===== config.mk =====
export PLATFORM = sky130hd
export DESIGN_NAME = one_shot_rectangle_trigger_matcher_top
export DESIGN_NICKNAME = d
export VERILOG_FILES = /design/src/hw/rtl/osrtm_pkg.sv /design/src/hw/rtl/osrtm_ctrl.sv /design/src/hw/rtl/osrtm_dp.sv /design/src/hw/rtl/one_shot_rectangle_trigger_matcher_top.sv
export SDC_FILE = /design/constraint.sdc
export NUM_CORES = 2
export LEC_CHECK = 0
export BUFFER_PORTS_ARGS = -buffer_cell sky130_fd_sc_hd__buf_2
export CAP_MARGIN = 5
export CELL_PAD_IN_SITES_DETAIL_PLACEMENT = 1
export CELL_PAD_IN_SITES_GLOBAL_PLACEMENT = 2
export CORE_UTILIZATION = 51
export DETAILED_ROUTE_END_ITERATION = 7
export GPL_ROUTABILITY_DRIVEN = 0
export GPL_TIMING_DRIVEN = 0
export PLACE_DENSITY_LB_ADDON = 0.1
export SYNTH_ARGS = -nofsm -noshare
export SYNTH_HDL_FRONTEND = slang
export SYNTH_HIERARCHICAL = 1
export SYNTH_SLANG_ARGS = --single-unit
export TNS_END_PERCENT = 5

===== constraint.sdc =====
create_clock -name i_clk -period 8.9 [get_ports i_clk]
set_input_delay 0.445 -clock i_clk [delete_from_list [all_inputs] [get_ports i_clk]]
set_output_delay 0.445 -clock i_clk [all_outputs]
set_load 0.005 [all_outputs]

===== src/hw/rtl/osrtm_pkg.sv =====
// Shared types and constants for the one-shot rectangle trigger matcher.
`timescale 1ns / 1ps
`default_nettype none

package osrtm_pkg;

    localparam int MAX_REGIONS_DEFAULT = 32;

    // Item kinds
    localparam logic [1:0] KIND_WRITE = 2'd0;
    localparam logic [1:0] KIND_MASK  = 2'd1;
    localparam logic [1:0] KIND_CHECK = 2'd2;

    // Configuration register indexes
    localparam logic [1:0] REG_TABLE_PRESENT = 2'd0;
    localparam logic [1:0] REG_REGION_COUNT  = 2'd1;

    localparam int CFG_DATA_W = 6;
    localparam int ROUTE_BIT  = 15;

    typedef struct packed {
        logic [1:0]         kind;
        logic [4:0]         region_index;
        logic [15:0]        x_low;
        logic [15:0]        z_low;
        logic [15:0]        x_high;
        logic [15:0]        z_high;
        logic [15:0]        command_word;
        logic [31:0]        mask_value;
        logic signed [31:0] pos_x;
        logic signed [31:0] pos_z;
    } t_in;

    typedef struct packed {
        logic        fired;
        logic [4:0]  hit_index;
        logic [15:0] hit_command;
        logic        route;
        logic [15:0] point_x;
        logic [15:0] point_z;
    } t_out;

    typedef struct packed {
        logic [15:0] command_word;
        logic [15:0] z_high;
        logic [15:0] x_high;
        logic [15:0] z_low;
        logic [15:0] x_low;
    } t_region;

    typedef enum logic [1:0] {
        S_IDLE,
        S_SCAN,
        S_DONE
    } t_state;

    typedef struct packed {
        logic accept;
        logic scan_run;
        logic take_hit;
        logic load_out;
    } t_cmd;

    typedef struct packed {
        logic hit;
        logic miss;
    } t_status;

endpackage

`default_nettype wire


===== src/hw/rtl/osrtm_ctrl.sv =====
// Controller state machine of the trigger matcher: handshakes and scan sequencing.
`timescale 1ns / 1ps
`default_nettype none

module osrtm_ctrl (
    input  wire logic              i_clk,
    input  wire logic              i_rst_n,
    input  wire logic              i_in_valid,
    input  wire logic [1:0]        i_kind,
    input  wire logic              i_out_ready,
    input  wire osrtm_pkg::t_status i_status,
    output osrtm_pkg::t_cmd        o_cmd,
    output logic                   o_in_ready,
    output logic                   o_out_valid
);
    import osrtm_pkg::*;

    t_state r_state, n_state;
    logic   r_out_valid, n_out_valid;

    always_ff @(posedge i_clk) begin
        if (!i_rst_n) begin
            r_state     <= S_IDLE;
            r_out_valid <= 1'b0;
        end else begin
            r_state     <= n_state;
            r_out_valid <= n_out_valid;
        end
    end

    always_comb begin
        n_state    = r_state;
        o_cmd      = '0;
        o_in_ready = 1'b0;
        unique case (r_state)
            S_IDLE: begin
                o_in_ready = 1'b1;
                if (i_in_valid) begin
                    o_cmd.accept = 1'b1;
                    n_state = (i_kind == KIND_CHECK) ? S_SCAN : S_DONE;
                end
            end
            S_SCAN: begin
                o_cmd.scan_run = 1'b1;
                priority if (i_status.hit) begin
                    o_cmd.take_hit = 1'b1;
                    n_state = S_DONE;
                end else if (i_status.miss) begin
                    n_state = S_DONE;
                end
            end
            S_DONE: begin
                if (!r_out_valid || i_out_ready) begin
                    o_cmd.load_out = 1'b1;
                    n_state = S_IDLE;
                end
            end
            default: n_state = S_IDLE;
        endcase

        n_out_valid = r_out_valid;
        if (o_cmd.load_out) begin
            n_out_valid = 1'b1;
        end else if (i_out_ready) begin
            n_out_valid = 1'b0;
        end
    end

    assign o_out_valid = r_out_valid;

    a_load_needs_room: assert property (@(posedge i_clk) disable iff (!i_rst_n)
        o_cmd.load_out |-> (!r_out_valid || i_out_ready))
        else $error("result overwrote an untaken transaction");

endmodule

`default_nettype wire


===== src/hw/rtl/osrtm_dp.sv =====
// Datapath of the trigger matcher: region table, fired mask, scan compare and result.
`timescale 1ns / 1ps
`default_nettype none

module osrtm_dp #(
    parameter int MAX_REGIONS = osrtm_pkg::MAX_REGIONS_DEFAULT
) (
    input  wire logic                                 i_clk,
    input  wire logic                                 i_rst_n,
    input  wire osrtm_pkg::t_in                       i_in,
    input  wire osrtm_pkg::t_cmd                      i_cmd,
    input  wire logic                                 i_cfg_we,
    input  wire logic [1:0]                           i_cfg_idx,
    input  wire logic [osrtm_pkg::CFG_DATA_W-1:0]     i_cfg_data,
    output osrtm_pkg::t_status                        o_status,
    output osrtm_pkg::t_out                           o_out
);
    import osrtm_pkg::*;

    localparam int IW = (MAX_REGIONS > 1) ? $clog2(MAX_REGIONS) : 1;
    localparam int CW = $clog2(MAX_REGIONS + 1);

    logic                   r_table_present;
    logic [5:0]             r_region_count;
    logic [MAX_REGIONS-1:0] r_fired;
    t_region                r_mem [MAX_REGIONS];
    t_region                r_rd_entry;
    logic [CW-1:0]          r_rd_idx;
    logic [IW-1:0]          r_cmp_idx;
    logic                   r_cmp_vld;
    logic [15:0]            r_pt_x;
    logic [15:0]            r_pt_z;
    t_out                   r_res;
    t_out                   r_out;

    logic [CW-1:0] scan_len;
    logic          issue;
    logic          inside_box;

    // Configuration registers
    always_ff @(posedge i_clk) begin
        if (!i_rst_n) begin
            r_table_present <= 1'b0;
            r_region_count  <= '0;
        end else if (i_cfg_we) begin
            if (i_cfg_idx == REG_TABLE_PRESENT) begin
                r_table_present <= i_cfg_data[0];
            end else if (i_cfg_idx == REG_REGION_COUNT) begin
                r_region_count <= i_cfg_data[5:0];
            end
        end
    end

    always_comb begin
        if (!r_table_present) begin
            scan_len = '0;
        end else if (32'(r_region_count) > MAX_REGIONS) begin
            scan_len = CW'(MAX_REGIONS);
        end else begin
            scan_len = CW'(r_region_count);
        end
    end

    assign issue = i_cmd.scan_run && (r_rd_idx < scan_len);

    // Region table: one write port, one registered read port.
    always_ff @(posedge i_clk) begin
        if (i_cmd.accept && i_in.kind == KIND_WRITE
                && 32'(i_in.region_index) < MAX_REGIONS) begin
            r_mem[i_in.region_index[IW-1:0]] <= '{
                command_word: i_in.command_word,
                z_high:       i_in.z_high,
                x_high:       i_in.x_high,
                z_low:        i_in.z_low,
                x_low:        i_in.x_low};
        end
        if (issue) begin
            r_rd_entry <= r_mem[r_rd_idx[IW-1:0]];
        end
    end

    // Scan counters: the read runs one entry ahead of the compare.
    always_ff @(posedge i_clk) begin
        if (!i_rst_n) begin
            r_rd_idx  <= '0;
            r_cmp_vld <= 1'b0;
        end else if (i_cmd.accept) begin
            r_rd_idx  <= '0;
            r_cmp_vld <= 1'b0;
        end else if (i_cmd.scan_run) begin
            r_cmp_vld <= issue;
            if (issue) begin
                r_rd_idx <= r_rd_idx + CW'(1);
            end
        end
    end

    always_ff @(posedge i_clk) begin
        if (issue) begin
            r_cmp_idx <= r_rd_idx[IW-1:0];
        end
    end

    assign inside_box = (r_pt_x >= r_rd_entry.x_low) && (r_pt_x <= r_rd_entry.x_high)
                     && (r_pt_z >= r_rd_entry.z_low) && (r_pt_z <= r_rd_entry.z_high);

    assign o_status.hit  = r_cmp_vld && !r_fired[r_cmp_idx] && inside_box;
    assign o_status.miss = !r_cmp_vld && (r_rd_idx >= scan_len);

    // Fired mask
    always_ff @(posedge i_clk) begin
        if (!i_rst_n) begin
            r_fired <= '0;
        end else if (i_cmd.accept && i_in.kind == KIND_MASK) begin
            r_fired <= i_in.mask_value[MAX_REGIONS-1:0];
        end else if (i_cmd.take_hit) begin
            r_fired[r_cmp_idx] <= 1'b1;
        end
    end

    // Point capture, result build and output register
    always_ff @(posedge i_clk) begin
        if (i_cmd.accept) begin
            r_pt_x <= i_in.pos_x[23:8];
            r_pt_z <= i_in.pos_z[23:8];
            r_res  <= '{
                fired:       1'b0,
                hit_index:   5'd0,
                hit_command: 16'h0000,
                route:       1'b0,
                point_x:     (i_in.kind == KIND_CHECK) ? i_in.pos_x[23:8] : 16'h0000,
                point_z:     (i_in.kind == KIND_CHECK) ? i_in.pos_z[23:8] : 16'h0000};
        end else if (i_cmd.take_hit) begin
            r_res.fired       <= 1'b1;
            r_res.hit_index   <= 5'(r_cmp_idx);
            r_res.hit_command <= r_rd_entry.command_word;
            r_res.route       <= r_rd_entry.command_word[ROUTE_BIT];
        end
        if (i_cmd.load_out) begin
            r_out <= r_res;
        end
    end

    assign o_out = r_out;

    a_hit_marks_fired: assert property (@(posedge i_clk) disable iff (!i_rst_n)
        i_cmd.take_hit |=> r_fired[$past(r_cmp_idx)])
        else $error("fired region not recorded in mask");

    a_hit_index: assert property (@(posedge i_clk) disable iff (!i_rst_n)
        i_cmd.take_hit |=> (r_res.fired && r_res.hit_index == 5'($past(r_cmp_idx))))
        else $error("result index does not match the compared entry");

    a_no_hit_when_unfired: assert property (@(posedge i_clk) disable iff (!i_rst_n)
        i_cmd.take_hit |-> r_cmp_vld)
        else $error("hit taken without a compared entry");

endmodule

`default_nettype wire


===== src/hw/rtl/one_shot_rectangle_trigger_matcher_top.sv =====
// Top level of the one-shot rectangle trigger matcher.
`timescale 1ns / 1ps
`default_nettype none

// Usage:
// The input channel (i_in, i_in_valid, o_in_ready) takes one transaction per
// item: kind 0 writes a region entry, kind 1 loads the fired mask and kind 2
// checks an actor position. Every input transaction yields exactly one result
// transaction on the output channel (o_out, o_out_valid, i_out_ready).
// A check scans regions from index 0 upward through one registered read port
// of the region table, one entry per cycle, and stops at the first unfired
// region that holds the point. With no table or a count of zero it scans no
// entry. Writes, mask loads and unused kinds skip the scan. The block works
// on one item at a time and takes the next item once the result enters the
// output register, even if that result is not yet taken. When the receiver
// stalls, the result waits in the output register and a following result
// waits in the datapath until the register frees up. Reset clears the fired
// mask, both configuration registers and all control state; the region table
// is not cleared and must be written before it is scanned. Configuration
// writes on i_cfg_we take effect at once and must only be issued while no
// transaction is in flight.
module one_shot_rectangle_trigger_matcher_top #(
    parameter int MAX_REGIONS = osrtm_pkg::MAX_REGIONS_DEFAULT
) (
    input  wire logic                             i_clk,
    input  wire logic                             i_rst_n,
    input  wire osrtm_pkg::t_in                   i_in,
    input  wire logic                             i_in_valid,
    output logic                                  o_in_ready,
    output osrtm_pkg::t_out                       o_out,
    output logic                                  o_out_valid,
    input  wire logic                             i_out_ready,
    input  wire logic                             i_cfg_we,
    input  wire logic [1:0]                       i_cfg_idx,
    input  wire logic [osrtm_pkg::CFG_DATA_W-1:0] i_cfg_data
);
    import osrtm_pkg::*;

    t_cmd    cmd;
    t_status status;

    // The controller sequences the handshakes and the scan.
    osrtm_ctrl u_ctrl (
        .i_clk       (i_clk),
        .i_rst_n     (i_rst_n),
        .i_in_valid  (i_in_valid),
        .i_kind      (i_in.kind),
        .i_out_ready (i_out_ready),
        .i_status    (status),
        .o_cmd       (cmd),
        .o_in_ready  (o_in_ready),
        .o_out_valid (o_out_valid)
    );

    // The datapath holds the table, the mask and the result registers.
    osrtm_dp #(
        .MAX_REGIONS (MAX_REGIONS)
    ) u_dp (
        .i_clk      (i_clk),
        .i_rst_n    (i_rst_n),
        .i_in       (i_in),
        .i_cmd      (cmd),
        .i_cfg_we   (i_cfg_we),
        .i_cfg_idx  (i_cfg_idx),
        .i_cfg_data (i_cfg_data),
        .o_status   (status),
        .o_out      (o_out)
    );

endmodule

`default_nettype wire

## After elaboration in Yosys (flattened, before gate mapping)

Memories as Yosys holds them, arrays and structs flattened. A register that Yosys moved wholly into a read port is not among the register bits.
Index checks and enable logic that the tools add are counted.

- Reduce and logical (&&, ||, !) cells: 24
- Order comparisons: 9
- Equal/unequal tests: 8
- Muxes and demuxes: 25
- Add/subtract/negate cells: 1
- Bitwise logic cells: 3

Operators with widths:

| cell | count |
|---|---|
| $mux 32 | 2 |
| $ge 16x16->1 | 2 |
| $le 16x16->1 | 2 |
| $or 32x32->32 | 1 |
| $mux 1 | 12 |
| $mux 2 | 6 |
| $mux 6 | 2 |
| $logic_and 1x1->1 | 10 |
| $add 6x1->6 const B | 1 |
| $eq 2x1->1 const B | 3 |
| $ge 6x6->1 | 1 |
| $gt 6x6->1 const B | 1 |
| $logic_not 2->1 | 3 |
| $lt 5x6->1 const B | 1 |
| $lt 6x6->1 | 1 |
| $pmux 2 s3 | 1 |
| $reduce_and 3->1 | 2 |
| $bmux 1 s5 | 1 |
| $demux 1 s5 | 1 |
| $ge 5x1->1 const B | 1 |
| $eq 2x2->1 const B | 2 |
| $reduce_and 2->1 | 2 |
| $reduce_bool 2->1 | 2 |
| $logic_not 1->1 | 3 |
| other kinds (6) | 7 |

- Input port bits: 196
- Output and inout port bits: 57
- Bits in registers: 196
- Memories: 1
- Logic and storage cells: 93
- Memory bits (writable): 2,560

Memories:

| name | words | width | read ports | clocked after memory_dff | wr ports | line | source |
|---|---|---|---|---|---|---|---|
| u_dp.r_mem | 32 | 80 | 1 | 1 | 1 | osrtm_dp.sv:26 | `t_region r_mem [MAX_REGIONS];` |

## Logic depth before layout (Yosys ltp)

- Depth after elaboration: 9
- Depth in mapped cells: 15
- Gate-level depth less buffers: 13

## Hierarchy

Netlist, hierarchy kept.

By module, submodules not included:

| module | times used | cells an instance | area an instance (µm²) |
|---|---|---|---|
| osrtm_dp | 1 | 4,511 | 107,896.0 |
| osrtm_ctrl | 1 | 20 | 175.2 |

## Least setup slack after synthesis

Ideal clock, no wire load.

- Path type: reg-to-reg
- Start point: register u_ctrl.r_state[0]
- End point: memory u_dp/r_mem[12][0] (netlist name), enable pin
- Required time: 8.381 ns
- Stages on the path, launching flop included: 8
- Arrival time: 6.293 ns
- Setup time: 0.519 ns
- Setup slack: 2.088 ns
- Clock period less this slack: 6.812 ns
- Cells stage by stage: dfxtp_1 > nor2_1 > and2_1 > clkbuf_1 > nand2_1 > or3_1 > clkbuf_1 > nor2_1

RTL lines:

| what | line | source |
|---|---|---|
| start: declaration | osrtm_ctrl.sv:18 | `t_state r_state, n_state;` |
| start signal: assignment | osrtm_ctrl.sv:26 | `r_state <= n_state;` |
| end: declaration | osrtm_dp.sv:26 |  |

==> impl_metrics.tcl <==
set metrics [dict create \
    drt_iter0_drc 6750 \
    ys.warnings.count 6 \
    drive_gt1_share_pct 31.94 \
    cts_tree "done" \
    fin_crit_ns 5.416 \
    yosys-top-cells-area "edfxtp_1 77%, mux4_2 17%, dfxtp_1 1.3%" \
    hold_start "i_in[155]" \
    ios 253 \
    switchingPower_mw 5.358 \
    synth_nets 4798 \
    avgRoutedWirePerCell_um 37.93 \
    layout_commonest_cell "edfxtp_1" \
    setup.worst_path.class "reg -> reg" \
    yosys.area.top_type "edfxtp_1" \
    netlist_instances 4531 \
    r2r_cells 13 \
    hold_violations 0 \
    grt.overflow.total 0 \
    worstHoldEndpoint "u_dp/r_mem[27][27]" \
    grt_first_pass_wirelength_um 437500 \
    grt_pass1_vias 55220 \
    layout_common_cells "2,763 x edfxtp_1, 803 x mux4_2, 309 x clkbuf_16" \
    maxSlewHeadroom_pct 2.868 \
    yosysTopAreaCellShare_pct 76.77 \
    via_per_inst 6.436 \
    wirelength_um 318500 \
    multiInputGateArea_um2 22680 \
    hold_depth 1 \
    clkPwrFrac_pct 43.7 \
    area_growth_pct 17.76 \
    die_area_um2 213700 \
    power_leakage_nw 39.59 \
    crit_path_end_kind "register" \
    tightest_slew_ns 1.457 \
    core-area_um2 210000 \
    start_util_pct 51.46 \
    ys_seq_area_share_pct 78.09 \
    setup_tns_ns 0 \
    insertion_delay_ns 0.95 \
    status "completed" \
    min_path_type "in -> reg" \
    cts_buffer_depth 4 \
    switching_share_pct 19.85 \
    synth.avg_cell_area_um2 23.85 \
    critPathArrivalTime_ns 6.20 \
    r2r_setup_slack_ns 3.48 \
    power.density_nw_per_um2 212.1 \
    grt_max_degree 60 \
    async_flop_share_pct 0 \
    die_w_um 462.3 \
    path_clk_slew_ns 0.06 \
    critical_path_required_ns 9.68 \
    rows 168 \
    grt_use_total_pct 29.84 \
    ys.flop_type "edfxtp_1" \
    synth_cell_type_count 51 \
    fillerInstances 16930 \
    synth-seq-cells 2834 \
    critPathLaunchType "register" \
    seqPwrFrac_pct 54.6 \
    cts_buffers 304 \
    cts_setup_buffers 0 \
    htreeDepth 5 \
    finalCritPeriodShare_pct 60.85 \
    reg2reg_to "u_dp/r_res[37]" \
    clock-sinks 2834 \
    fmax_ghz 0.1846 \
    power.total_mw 26.99 \
    finClkSkew_ns 0.04191 \
    final_max_slew_viol_count 0 \
    drtPass1Iterations 6 \
    internal_power_mw 21.63 \
    setup_violations 0 \
    cts.repair.resized 0 \
    seqCellArea_um2 84390 \
    antenna_found_initial 19 \
    fp.dieH_um 462.3 \
    comb_power_share_pct 1.7 \
    vias 54060 \
    place.port_buffers 220 \
    synth_area_um2 108100 \
    cap_violations 0 \
    rsz0062_at_grt "false" \
    drc_errors 0 \
    synth_edf_count 2763 \
    path_max_fanout 10 \
    ir_drop_mv 0.2569 \
    drtAntennaViolNets 0 \
    cts_root_buffer "clkbuf_16" \
    place_hpwl_um 207700 \
    layout.nets 5651 \
    worstReg2RegStart "u_dp/r_cmp_idx[1]" \
]
-- power groups by stage --
stage	combinational [mW]	sequential, mW	clock, mW
3_3_place_gp	0.353	15.0	0
5_1_grt	0.494	14.7	12.4
2_1_floorplan	0.101	15.0	0
3_5_place_dp	0.398	15.0	0
6_report	0.457	14.7	11.8
4_1_cts	0.457	14.7	12.0
-- how the worst max path moves through the flow --
| stage | cells past startpoint | startpoint | to | slack (ns) |
|---|---|---|---|---|
| 5_1_grt | 13 | u_dp/r_cmp_idx[1] | u_dp/r_res[37] | 3.26 |
| 3_5_place_dp | 13 | u_dp/r_cmp_idx[1] | u_dp/r_res[39] | 3.37 |
| 2_1_floorplan | 7 | u_ctrl/r_state[0] | u_dp/r_mem[12][0] | 2.09 |
| 3_3_place_gp | 7 | u_ctrl/r_state[0] | u_dp/r_mem[20][28] | -6.51 |
| 6_report | 13 | u_dp/r_cmp_idx[1] | u_dp/r_res[37] | 3.48 |
| 4_1_cts | 13 | u_dp/r_cmp_idx[1] | u_dp/r_res[37] | 3.42 |
-- through the flow --
stage / hold slack (ns) / worst slack, ns / cells / area [um2] / util, %
after floorplan: 0.4003 / 2.088 / 4531 / 108100 / -
after global placement: 0.4007 / -6.507 / 7556 / 112700 / 53.66
after detailed placement: 0.4065 / 3.373 / 7730 / 116700 / 55.56
after CTS: 0.001405 / 3.416 / 8392 / 127200 / 60.58
after global routing: 0.04220 / 3.258 / 8397 / 127300 / 60.60
final: 0.03311 / 3.484 / 8399 / 127300 / 60.61
-- critical path, cell delays in order (launching register included) --
cell	delay (ns)
edfxtp_1	0.32
clkbuf_1	0.58
clkbuf_1	0.51
mux2i_1	0.32
o22ai_1	0.10
nor2_1	0.10
a21oi_1	0.07
or4_1	0.65
nor4_1	0.54
and2_1	0.22
clkbuf_1	0.49
buf_1	0.98
mux2i_1	0.28
nor2_1	0.09
-- state kept, by name, indices dropped and copies added, names as in the netlist, 2 cells and up --
name / count
u_dp/r_pt_x: 16
u_dp/o_out: 54
u_dp/r_rd_entry: 80
u_dp/r_cmp_idx: 5
u_dp/r_pt_z: 16
u_dp/r_region_count: 6
u_dp/r_fired: 32
u_dp/r_res: 54
u_ctrl/r_state: 2
u_dp/r_rd_idx: 6
u_dp/r_mem: 2560
-- cells by family after synthesis --
logic type / after synthesis / share of synthesized area, %
DFF: 2834 / 78.09
muxes: 922 / 17.93
and+or+nand+nor: 307 / 1.368
buffers and inverters: 289 / 1.160
AOI/OAI and AO/OA: 103 / 0.5905
adders and majority gates: 71 / 0.8220
xor gates and xnor gates: 5 / 0.04052
-- layout make-up --
type	count	share of cell area [%]
clock inverter	134	0.7944
tap	2805	2.758
timing repair buffer	547	5.005
antenna	5	0.009831
sequential	2834	66.31
clock buffer	377	6.308
inverter	70	0.2065
multi-input combinational	1408	17.82
buffer	219	0.7914
-- routing by layer --
| layer | vias to the layer above | global-route usage, % | wire, um | share of wire [%] |
|---|---|---|---|---|
| met2 | 2826 | 47.52 | 153200 | 48 |
| met4 | 8 | 8.530 | 8806 | 2.8 |
| met3 | 452 | 6.386 | 28400 | 8.9 |
| met5 | - | 0 | 47 | 0.015 |
| li1 | 21000 | - | - | - |
| met1 | 29770 | 42.04 | 128100 | 40 |
-- cell usage after synthesis, types with 9 or more instances --
library cell / number
a21o_1: 13
a21oi_1: 27
and2_1: 35
buf_1: 21
buf_2: 45
buf_4: 24
clkbuf_1: 126
dfxtp_1: 71
edfxtp_1: 2763
ha_1: 71
inv_1: 69
mux2_2: 80
mux2i_1: 38
mux4_2: 803
nand2_1: 25
nand3b_1: 9
nand4_1: 16
nor2_1: 144
nor2b_1: 12
nor3_1: 34
o21ai_1: 32
-- what timing repair did --
item | in CTS | in global routing
endpoints found under the hold margin | 2326 | 0
hold buffers | 151 | 0
setup endpoints to repair | 0 | 0
No activity file was read; power rests on OpenSTA's default activity.
